`src/design/keypad_pin_lock_macros.svh`:
```
// assertion helpers, clocked on clk, muted during reset
`ifndef KEYPAD_PIN_LOCK_MACROS_SVH
`define KEYPAD_PIN_LOCK_MACROS_SVH

`define KPL_ASSERT(lbl, expr, msg) \
    lbl: assert property (@(posedge clk) disable iff (!rst_n) (expr)) else $error(msg);

`define KPL_ASSERT_IMPL(lbl, ante, cons, msg) \
    lbl: assert property (@(posedge clk) disable iff (!rst_n) (ante) |-> (cons)) else $error(msg);

`define KPL_ASSERT_NEXT(lbl, ante, cons, msg) \
    lbl: assert property (@(posedge clk) disable iff (!rst_n) (ante) |=> (cons)) else $error(msg);

`endif

```
`src/design/kpl_pkg.sv`:
```
package kpl_pkg;

    localparam int unsigned PIN_W = 15;
    localparam logic [PIN_W-1:0] PIN_RESET = 15'd1111;
    localparam logic [4:0] STAR_KEY = 5'd13;

    localparam logic [1:0] MODE_NORMAL = 2'd0;
    localparam logic [1:0] MODE_VERIFY = 2'd1;
    localparam logic [1:0] MODE_NEWPIN = 2'd2;

    localparam logic [2:0] ST_DIGIT        = 3'd0;
    localparam logic [2:0] ST_ENTER_CHANGE = 3'd1;
    localparam logic [2:0] ST_ACCEPTED     = 3'd2;
    localparam logic [2:0] ST_REJECTED     = 3'd3;
    localparam logic [2:0] ST_AUTHORIZED   = 3'd4;
    localparam logic [2:0] ST_CHANGED      = 3'd5;
    localparam logic [2:0] ST_CANCELLED    = 3'd6;

    typedef struct packed {
        logic [1:0] key_row;
        logic [1:0] key_col;
    } key_word_t;

    typedef struct packed {
        logic [2:0]       status;
        logic [4:0]       key_value;
        logic [1:0]       mode;
        logic [PIN_W-1:0] current_pin;
    } result_word_t;

    // classified press handed from front to back
    typedef struct packed {
        logic             is_star;
        logic             is_last;
        logic [4:0]       key_value;
        logic [PIN_W-1:0] term;
    } press_t;

    function automatic logic [4:0] key_decode(input logic [1:0] row, input logic [1:0] col);
        logic [4:0] k;
        case ({row, col})
            4'd0:    k = 5'd1;
            4'd1:    k = 5'd4;
            4'd2:    k = 5'd7;
            4'd3:    k = 5'd13;
            4'd4:    k = 5'd2;
            4'd5:    k = 5'd5;
            4'd6:    k = 5'd8;
            4'd7:    k = 5'd0;
            4'd8:    k = 5'd3;
            4'd9:    k = 5'd6;
            4'd10:   k = 5'd9;
            4'd11:   k = 5'd14;
            4'd12:   k = 5'd10;
            4'd13:   k = 5'd11;
            4'd14:   k = 5'd12;
            default: k = 5'd16;
        endcase
        return k;
    endfunction

    function automatic logic [9:0] digit_weight(input logic [1:0] pos);
        logic [9:0] w;
        case (pos)
            2'd0:    w = 10'd1000;
            2'd1:    w = 10'd100;
            2'd2:    w = 10'd10;
            default: w = 10'd1;
        endcase
        return w;
    endfunction

endpackage

```
`src/design/kpl_fifo.sv`:
```
module kpl_fifo
    import kpl_pkg::*;
#(
    parameter int unsigned WIDTH = 8,
    parameter int unsigned DEPTH = 2
) (
    input  logic             clk,
    input  logic             rst_n,
    input  logic             wr_en,
    input  logic [WIDTH-1:0] wr_data,
    output logic             full,
    input  logic             rd_en,
    output logic [WIDTH-1:0] rd_data,
    output logic             empty
);

    localparam int unsigned PW = (DEPTH > 1) ? $clog2(DEPTH) : 1;
    localparam int unsigned CW = $clog2(DEPTH + 1);

    logic [WIDTH-1:0] mem [DEPTH];
    logic [PW-1:0]    wr_ptr_reg, wr_ptr_next;
    logic [PW-1:0]    rd_ptr_reg, rd_ptr_next;
    logic [CW-1:0]    count_reg, count_next;
    logic             do_wr, do_rd;

    assign full    = (count_reg == CW'(DEPTH));
    assign empty   = (count_reg == '0);
    assign do_wr   = wr_en && !full;
    assign do_rd   = rd_en && !empty;
    assign rd_data = mem[rd_ptr_reg];

    always_comb
    begin
        wr_ptr_next = wr_ptr_reg;
        rd_ptr_next = rd_ptr_reg;
        count_next  = count_reg;
        if (do_wr)
        begin
            wr_ptr_next = (wr_ptr_reg == PW'(DEPTH - 1)) ? '0 : wr_ptr_reg + 1'b1;
        end
        if (do_rd)
        begin
            rd_ptr_next = (rd_ptr_reg == PW'(DEPTH - 1)) ? '0 : rd_ptr_reg + 1'b1;
        end
        case ({do_wr, do_rd})
            2'b10:   count_next = count_reg + 1'b1;
            2'b01:   count_next = count_reg - 1'b1;
            default: count_next = count_reg;
        endcase
    end

    always_ff @(posedge clk)
    begin
        if (do_wr)
        begin
            mem[wr_ptr_reg] <= wr_data;
        end
    end

    always_ff @(posedge clk or negedge rst_n)
    begin
        if (!rst_n)
        begin
            wr_ptr_reg <= '0;
            rd_ptr_reg <= '0;
            count_reg  <= '0;
        end
        else
        begin
            wr_ptr_reg <= wr_ptr_next;
            rd_ptr_reg <= rd_ptr_next;
            count_reg  <= count_next;
        end
    end

endmodule

```
`src/design/kpl_front.sv`:
```
module kpl_front
    import kpl_pkg::*;
(
    input  logic      clk,
    input  logic      rst_n,
    input  logic      accept,
    input  key_word_t key,
    output press_t    press
);

    // digit position depends only on the key sequence
    logic [1:0]  digit_count_reg, digit_count_next;
    logic [4:0]  key_value;
    logic        is_star;
    logic [14:0] product;

    assign key_value = key_decode(key.key_row, key.key_col);
    assign is_star   = (key_value == STAR_KEY);
    assign product   = 15'(key_value) * 15'(digit_weight(digit_count_reg));

    always_comb
    begin
        press.is_star   = is_star;
        press.is_last   = !is_star && (digit_count_reg == 2'd3);
        press.key_value = key_value;
        press.term      = product;
        digit_count_next = is_star ? 2'd0 : digit_count_reg + 2'd1;
    end

    always_ff @(posedge clk or negedge rst_n)
    begin
        if (!rst_n)
        begin
            digit_count_reg <= 2'd0;
        end
        else if (accept)
        begin
            digit_count_reg <= digit_count_next;
        end
    end

endmodule

```
`src/design/kpl_back.sv`:
```
module kpl_back
    import kpl_pkg::*;
(
    input  logic             clk,
    input  logic             rst_n,
    input  logic             take,
    input  press_t           press,
    input  logic             cfg_write,
    input  logic [PIN_W-1:0] cfg_data,
    output result_word_t     result
);

    logic [1:0]       mode_reg, mode_next;
    logic [PIN_W-1:0] code_sum_reg, code_sum_next;
    logic [PIN_W-1:0] active_pin_reg, active_pin_next;
    logic [PIN_W-1:0] sum;
    logic [2:0]       status;
    logic             match;

    assign sum   = code_sum_reg + press.term;
    assign match = (sum == active_pin_reg);

    always_comb
    begin
        mode_next       = mode_reg;
        code_sum_next   = sum;
        active_pin_next = active_pin_reg;
        status          = ST_DIGIT;
        if (press.is_star)
        begin
            code_sum_next = '0;
            if (mode_reg == MODE_NORMAL)
            begin
                mode_next = MODE_VERIFY;
                status    = ST_ENTER_CHANGE;
            end
            else
            begin
                mode_next = MODE_NORMAL;
                status    = ST_CANCELLED;
            end
        end
        else if (press.is_last)
        begin
            code_sum_next = '0;
            mode_next     = MODE_NORMAL;
            case (mode_reg)
                MODE_VERIFY:
                begin
                    mode_next = match ? MODE_NEWPIN : MODE_NORMAL;
                    status    = match ? ST_AUTHORIZED : ST_REJECTED;
                end
                MODE_NEWPIN:
                begin
                    active_pin_next = sum;
                    status          = ST_CHANGED;
                end
                default:
                begin
                    status = match ? ST_ACCEPTED : ST_REJECTED;
                end
            endcase
        end
        result.status      = status;
        result.key_value   = press.key_value;
        result.mode        = mode_next;
        result.current_pin = active_pin_next;
    end

    always_ff @(posedge clk or negedge rst_n)
    begin
        if (!rst_n)
        begin
            mode_reg       <= MODE_NORMAL;
            code_sum_reg   <= '0;
            active_pin_reg <= PIN_RESET;
        end
        else if (cfg_write)
        begin
            active_pin_reg <= cfg_data;
        end
        else if (take)
        begin
            mode_reg       <= mode_next;
            code_sum_reg   <= code_sum_next;
            active_pin_reg <= active_pin_next;
        end
    end

endmodule

```
`src/design/keypad_pin_lock.sv`:
```
// Four-key PIN lock for a 4x4 keypad. Each pushed word is one press (row,
// column); each press yields one result word with a status, the decoded key,
// the mode after the press and the PIN in force. One word is accepted per cycle
// while the press queue is not full; a result word can be popped once its press
// has passed one stage in the press queue and one in the result queue; the press
// queue parts key decoding from the lock state update. A cfg write loads the PIN
// in force at once; cfg_ready is low while a press waits; write only while idle.
module keypad_pin_lock
    import kpl_pkg::*;
#(
    parameter int unsigned QUEUE_DEPTH = 2
) (
    input  logic             clk,
    input  logic             rst_n,
    input  logic             push,
    input  key_word_t        key,
    output logic             full,
    input  logic             pop,
    output result_word_t     result,
    output logic             empty,
    input  logic             cfg_valid,
    output logic             cfg_ready,
    input  logic [PIN_W-1:0] cfg_data
);

`include "keypad_pin_lock_macros.svh"

    press_t       press_in, press_out;
    result_word_t back_result;
    logic         in_accept, press_empty, res_full, take;

    assign in_accept = push && !full;
    assign take      = !press_empty && !res_full;
    assign cfg_ready = press_empty;

    kpl_front u_front (
        .clk    (clk),
        .rst_n  (rst_n),
        .accept (in_accept),
        .key    (key),
        .press  (press_in)
    );

    kpl_fifo #(
        .WIDTH ($bits(press_t)),
        .DEPTH (QUEUE_DEPTH)
    ) u_press_q (
        .clk     (clk),
        .rst_n   (rst_n),
        .wr_en   (push),
        .wr_data (press_in),
        .full    (full),
        .rd_en   (take),
        .rd_data (press_out),
        .empty   (press_empty)
    );

    kpl_back u_back (
        .clk       (clk),
        .rst_n     (rst_n),
        .take      (take),
        .press     (press_out),
        .cfg_write (cfg_valid && cfg_ready),
        .cfg_data  (cfg_data),
        .result    (back_result)
    );

    kpl_fifo #(
        .WIDTH ($bits(result_word_t)),
        .DEPTH (QUEUE_DEPTH)
    ) u_result_q (
        .clk     (clk),
        .rst_n   (rst_n),
        .wr_en   (take),
        .wr_data (back_result),
        .full    (res_full),
        .rd_en   (pop),
        .rd_data (result),
        .empty   (empty)
    );

    `KPL_ASSERT_NEXT(a_push_queued, in_accept, !press_empty, "accepted press not queued")
    `KPL_ASSERT_IMPL(a_mode_legal, !empty, result.mode != 2'd3, "illegal mode on result")
    `KPL_ASSERT_IMPL(a_digit_not_star, !empty && result.status == ST_DIGIT,
                     result.key_value != STAR_KEY, "star reported as digit")
    `KPL_ASSERT_IMPL(a_verdict_normal, !empty && (result.status == ST_CHANGED
                     || result.status == ST_REJECTED || result.status == ST_ACCEPTED
                     || result.status == ST_CANCELLED),
                     result.mode == MODE_NORMAL, "verdict left lock out of normal mode")

endmodule
```
`config.mk`:
```
export PLATFORM = sky130hd
export DESIGN_NAME = keypad_pin_lock
export DESIGN_NICKNAME = d
export VERILOG_FILES = /design/src/design/kpl_pkg.sv /design/src/design/kpl_fifo.sv /design/src/design/kpl_front.sv /design/src/design/kpl_back.sv /design/src/design/keypad_pin_lock.sv
export VERILOG_INCLUDE_DIRS = /design/src /design/src/design
export SDC_FILE = /design/constraint.sdc
export NUM_CORES = 1
export LEC_CHECK = 0
export BUFFER_PORTS_ARGS = -buffer_cell sky130_fd_sc_hd__buf_2
export CORE_ASPECT_RATIO = 1.5
export CORE_UTILIZATION = 62
export CTS_CLUSTER_SIZE = 14
export DETAILED_ROUTE_END_ITERATION = 12
export PLACE_DENSITY = 0.81
export SYNTH_ARGS = -nofsm -noshare
export SYNTH_HDL_FRONTEND = slang
export SYNTH_HIERARCHICAL = 1
export SYNTH_SLANG_ARGS = --single-unit
```
`constraint.sdc`:
```
create_clock -name clk -period 7.3 [get_ports clk]
set_input_delay 0.73 -clock clk [delete_from_list [all_inputs] [get_ports clk]]
set_output_delay 0.73 -clock clk [all_outputs]
set_load 0.01 [all_outputs]
```
==> summary.txt, run 1 <==
dpl cell area: 0.00875 mm²
GRT met3 Usage: 0.0328
biggest regs: u_result_q/mem (50), u_press_q/mem (44)
slew margin rel.: 0.179
Worst EP arrival: 4.76 ns
post-synthesis cell type with the largest combined area: edfxtp_1
setup bufs post-CTS: 0
Total GRT Usage: 0.237
grt met2 use: 0.435
nature of the critical path endpoint: flop
Clock Sinks: 136
number of flip-flops in the largest register: 50
synthesized area per cell: 12.1 µm²
final RePlAce weighted congestion: 0.853
post-route ant nets: 0
fin crit share: 0.630
GR Layer Usage met1: 0.268
RSZ-0062 raised after global routing: no
FP Rows: 51
Worst-Skew Late Latency: 0.41 ns
Setup Skew: 0.00833 ns
initial antenna violation count: 0
largest net degree at the start of global routing: 43
die width: 97.4 µm
minimum clock period: 4.60 ns
hpwl dp: 11.7 mm
vias in the first global route: 5516
slew of the pin with the lowest slew margin: 1.23 ns
post-route cell area: 0.00934 mm²
vias per cell: 5.91
area share of the largest cell type after synthesis: 0.333
Num CTS Buffers: 17
initial core utilization: 0.644
first-pass GRT wire length: 26.7 mm
Die Ht: 145 µm
worst hold path cell count: 1
# port buffers: 51
share of async-settable or async-resettable flops after synthesis: 0.309
Critical Path Fanout Max: 10
total congestion overflow: 0
CTS Hold Bufs: 0
ys flop type: edfxtp_1
clk buf depth: 2
die area: 0.0141 mm²
core area: 0.0131 mm²
drt first pass iters: 6
Setup CP Type: reg2reg
DR iter-0 viols: 233
Residual DRC: 0
setup TNS: 0 ns
Antenna diodes: 0
fmax: 217 MHz
I/O pins: 52
Post-Syn Instances: 702
vias: 5429
Setup Viol. Count Final: 0
top cells by count, synth: 94 x edfxtp_1, 60 x nand2_1, 56 x ha_1, 42 x inv_1, 38 x o21ai_0
CP Data Required Time: 7.46 ns
synth unique cells: 70
synthesized net count: 802
Top reg by flops: u_result_q/mem
Reg clk slew, reported paths: 0.06 ns
Hold Worst Slack: 0.473 ns
share of cells above drive strength 1: 0.234
DR WL/cell: 17.5 µm
most frequent cell after synthesis: edfxtp_1
sequential area share after synthesis: 0.458
busiest layer in global routing: met2
Final Max Slew Viols: 0
FF+latch count, synth: 136
endpoints failing hold: 0
status: finished, final reports clean
Final #Nets: 847
Hold WC Path Type: reg2reg
crit path launch type: flop
TritonCTS clock tree: built
Area contributors post-synth: edfxtp_1 33%, dfrtp_1 11%, ha_1 8.3%
Routed WL: 16.1 mm
Max Cap Violations: 0
area grow syn2layout: 10.3%
synthesized area: 0.00847 mm²
CTS resizes: 0
clk root buf: clkbuf_16
Synth warnings: 6
Max H-tree Level: 4
FF-to-FF path depth: 15
number of synthesized flops with an enable pin: 94
cell families (layout without fill, tap and decap cells):
logic type                 Yosys count  in the layout  share of synthesized area
xor gates and xnor gates            55             55                     0.0634
and+or+nand+nor                    159            159                     0.0930
DFF                                136            136                      0.458
buffers and inverters               73            131                     0.0443
muxes                               70             70                     0.0993
adders and majority gates           76             76                      0.130
AOI/OAI and AO/OA                  133            133                      0.111
layout by cell type (no fill, tap or decap), types with 3 or more instances in the layout:
master / netlist / routed
and2_1: 21 / 21
o41ai_1: 7 / 7
clkinv_4: 0 / 3
a22o_1: 9 / 9
fa_1: 20 / 20
nand4_1: 7 / 7
ha_1: 56 / 56
o21bai_1: 4 / 4
dfrtp_1: 36 / 36
nand2_1: 60 / 60
o21ai_1: 9 / 9
clkbuf_16: 0 / 17
inv_6: 0 / 4
nand3_1: 11 / 11
nor2_1: 25 / 23
nand2b_1: 6 / 6
nor3_1: 5 / 5
a21o_1: 8 / 8
a21oi_2: 5 / 5
a21oi_1: 19 / 19
mux2_2: 36 / 36
o211ai_1: 5 / 5
nor2b_1: 11 / 11
xor2_1: 15 / 15
mux2_4: 19 / 19
and3_1: 3 / 3
dfstp_2: 6 / 6
o21ai_0: 38 / 38
edfxtp_1: 94 / 94
buf_2: 4 / 51
buf_4: 9 / 6
inv_1: 42 / 42
xnor2_1: 35 / 35
mux2i_1: 15 / 15
stage by stage:
| step | utilization | worst slack [ns] | std cells |
|---|---|---|---|
| after global placement | 0.666 | 2.65 | 887 |
| final | 0.710 | 2.70 | 919 |
| after floorplan | - | 2.94 | 702 |
| after global routing | 0.710 | 2.45 | 919 |
| after CTS | 0.710 | 2.73 | 919 |
| after detailed placement | 0.666 | 2.48 | 887 |
cell type report:
cell class / instances / area [µm²]
inverters: 42 / 158
well taps: 159 / 199
clock buffers: 19 / 443
repair buffers: 57 / 300
multi-input cells: 493 / 4210
flip-flops and latches: 136 / 3880
fillers: 921 / 3810
clock inverters: 13 / 143
worst max-delay path: stages (launching register included):
cell,delay (ns)
dfrtp_1,0.44
inv_1,0.15
ha_1,0.36
nor2_1,0.09
nor2_1,0.33
nand2_1,0.19
fa_1,0.53
inv_1,0.05
fa_1,0.52
fa_1,0.43
ha_1,0.38
and2_1,0.22
o21ai_1,0.12
o2111ai_1,0.25
o211ai_2,0.14
xnor2_1,0.15
worst paths after layout:
kind,slack [ns],startpoint,to
max in group asynchronous,6.22,rst_n,u_back/code_sum_reg[10]
setup / recovery,2.70,u_front/digit_count_reg[0],u_press_q/mem[0][14]
setup reg to reg,2.70,u_front/digit_count_reg[0],u_press_q/mem[0][14]
hold reg to reg,0.47,u_result_q/rd_ptr_reg,u_result_q/rd_ptr_reg
hold / removal,0.47,u_result_q/rd_ptr_reg,u_result_q/rd_ptr_reg
min in group asynchronous,0.48,rst_n,u_back/active_pin_reg[5]
routing by layer:
metal  part of all wire  vias up
met1               0.39     2640
li1                   -     2615
met4              0.029        0
met5                  0        -
met3              0.030       39
met2               0.55      135
Power of run 1 is left out: the tool's default activity adds up to more than one toggle a clock period on the data nets, which glitch-free logic cannot reach.
==> inputs of run 2 (changes only) <==
--- a/config.mk
+++ b/config.mk
@@ -8,10 +8,10 @@
 export LEC_CHECK = 0
 export BUFFER_PORTS_ARGS = -buffer_cell sky130_fd_sc_hd__buf_2
 export CORE_ASPECT_RATIO = 1.5
-export CORE_UTILIZATION = 62
+export CORE_UTILIZATION = 56
 export CTS_CLUSTER_SIZE = 14
 export DETAILED_ROUTE_END_ITERATION = 12
-export PLACE_DENSITY = 0.81
+export PLACE_DENSITY = 0.77
 export SYNTH_ARGS = -nofsm -noshare
 export SYNTH_HDL_FRONTEND = slang
 export SYNTH_HIERARCHICAL = 1
==> constraint.sdc (replaced) <==
create_clock -name clk -period 3.81 [get_ports clk]
set_input_delay 0.381 -clock clk [delete_from_list [all_inputs] [get_ports clk]]
set_output_delay 0.381 -clock clk [all_outputs]
set_load 0.01 [all_outputs]
==> run 2 against run 1 <==
The flow now finishes with violations (negative setup slack). Via count grew 6.1%. Clock skew shrank 0.0018 ns. Sequential share of layout area shrank 3.2 points. Critical endpoint is now u_press_q/mem[0][12]. Setup slack lost 2.7 ns. Non-clock buffer count grew 63.
==> summary.txt, run 2 (same netlist as run 1, synthesis figures left out) <==
failing checks: negative setup slack
Routed WL: 18.3 mm
placed cell count: 978
Setup Skew: 0.00652 ns
GRT met3 Usage: 0.0372
GR Layer Usage met1: 0.269
Clock Sinks: 136
TritonCTS clock tree: built
I/O pins: 52
Worst Setup Slack, final: -0.0438 ns
register area: 0.00388 mm²
initial core utilization: 0.577
most frequent cells in the layout: 94 x edfxtp_1, 68 x buf_4, 57 x nand2_1
endpoints failing hold: 0
initial antenna violation count: 0
Hold WC Path Type: in2async
DR WL/cell: 17.9 µm
Setup crit start: u_front/digit_count_reg[1]
Final #Nets: 910
fmax: 259 MHz
clk buf depth: 2
Residual DRC: 0
FF-to-FF path depth: 14
Critical Path Fanout Max: 4
minimum clock period: 3.85 ns
Setup CP Type: reg2reg
die width: 102 µm
Reg-to-Reg End: u_press_q/mem[0][12]
fill cell count: 1073
final RePlAce weighted congestion: 0.977
Critical R2R Launch: u_front/digit_count_reg[1]
Reg clk slew, reported paths: 0.06 ns
nature of the critical path endpoint: flop
die area: 0.0156 mm²
Max Cap Violations: 0
DR iter-0 viols: 241
drt first pass iters: 4
total congestion overflow: 0
largest net degree at the start of global routing: 43
Max H-tree Level: 4
Final Max Slew Viols: 0
Top reg by flops: u_result_q/mem
core area: 0.0147 mm²
Total GRT Usage: 0.254
commonest non-fill, non-tap cell in the layout: edfxtp_1
slew of the pin with the lowest slew margin: 1.10 ns
share of cells above drive strength 1: 0.339
hpwl dp: 13.6 mm
grt met2 use: 0.477
slew margin rel.: 0.264
status: finished, violations left
vias: 5761
Worst EP arrival: 4.02 ns
first-pass GRT wire length: 30.2 mm
biggest regs: u_result_q/mem (50), u_press_q/mem (44)
Die Ht: 153 µm
# port buffers: 51
busiest layer in global routing: met2
fin cells: 1019
flop2flop setup slack: -0.04 ns
Worst-Skew Late Latency: 0.42 ns
DP Worst Slack: -0.313 ns
post-route ant nets: 0
clk root buf: clkbuf_16
fin crit share: 1.01
CP Data Required Time: 3.97 ns
RSZ-0062 raised after global routing: yes
area grow syn2layout: 19.6%
Multi-input gate area: 0.00442 mm²
number of flip-flops in the largest register: 50
Setup Viol. Count Final: 6
vias in the first global route: 6140
FP Rows: 54
Antenna diodes: 0
Num CTS Buffers: 17
vias per cell: 5.65
crit path launch type: flop
[run 2: metrics by stage]
step           hold slack (ns)  area, µm²  TNS (ns)  utilization
2_1_floorplan           0.0854       8540    -0.140            -
3_3_place_gp             0.463       9260     -1.78        0.631
3_5_place_dp             0.472       9260     -3.08        0.631
4_1_cts                  0.159       9980    -0.209        0.681
5_1_grt                  0.174      10100     -1.30        0.690
6_report                 0.140      10100    -0.138        0.690
[run 2: critical path, cell delays in order, from the launching register on]
cell	delay, ns
dfrtp_1	0.41
buf_4	0.15
ha_2	0.19
nor2_4	0.16
nand2_2	0.09
fa_1	0.53
inv_1	0.05
fa_1	0.45
fa_1	0.52
ha_4	0.31
and2_4	0.16
o21ai_2	0.07
o211ai_1	0.19
o211ai_2	0.14
xnor2_2	0.16
[run 2: worst max-delay path by stage]
stage | to | slack, ns | cells after the start
after floorplan | u_press_q/mem[0][14] | -0.03 | 16
after global placement | u_press_q/mem[0][13] | -0.21 | 15
after detailed placement | u_press_q/mem[1][14] | -0.31 | 16
after CTS | u_press_q/mem[0][12] | -0.04 | 15
after global routing | u_press_q/mem[0][12] | -0.17 | 17
final | u_press_q/mem[0][12] | -0.04 | 14
[run 2: per-layer routing]
metal  part of all wire  vias up
met5                  0        -
met4              0.035        0
met3              0.022       41
met2               0.56      119
met1               0.38     2865
li1                   -     2736
[run 2: cell type report]
class / instances / area share
clock buffers: 17 / 0.0420
clock inverters: 15 / 0.0211
inverters: 42 / 0.0158
well taps: 196 / 0.0242
flip-flops and latches: 136 / 0.384
multi-input cells: 493 / 0.436
repair buffers: 120 / 0.0768
[run 2: timing repair]
action	4_1_cts	5_1_grt
hold buffers	0	0
setup buffers	4	5
endpoints found under the setup margin	10	25
gates cloned	0	0
resized for setup	10	24
pin swaps	10	10
Power of run 2 is left out for the same reason.
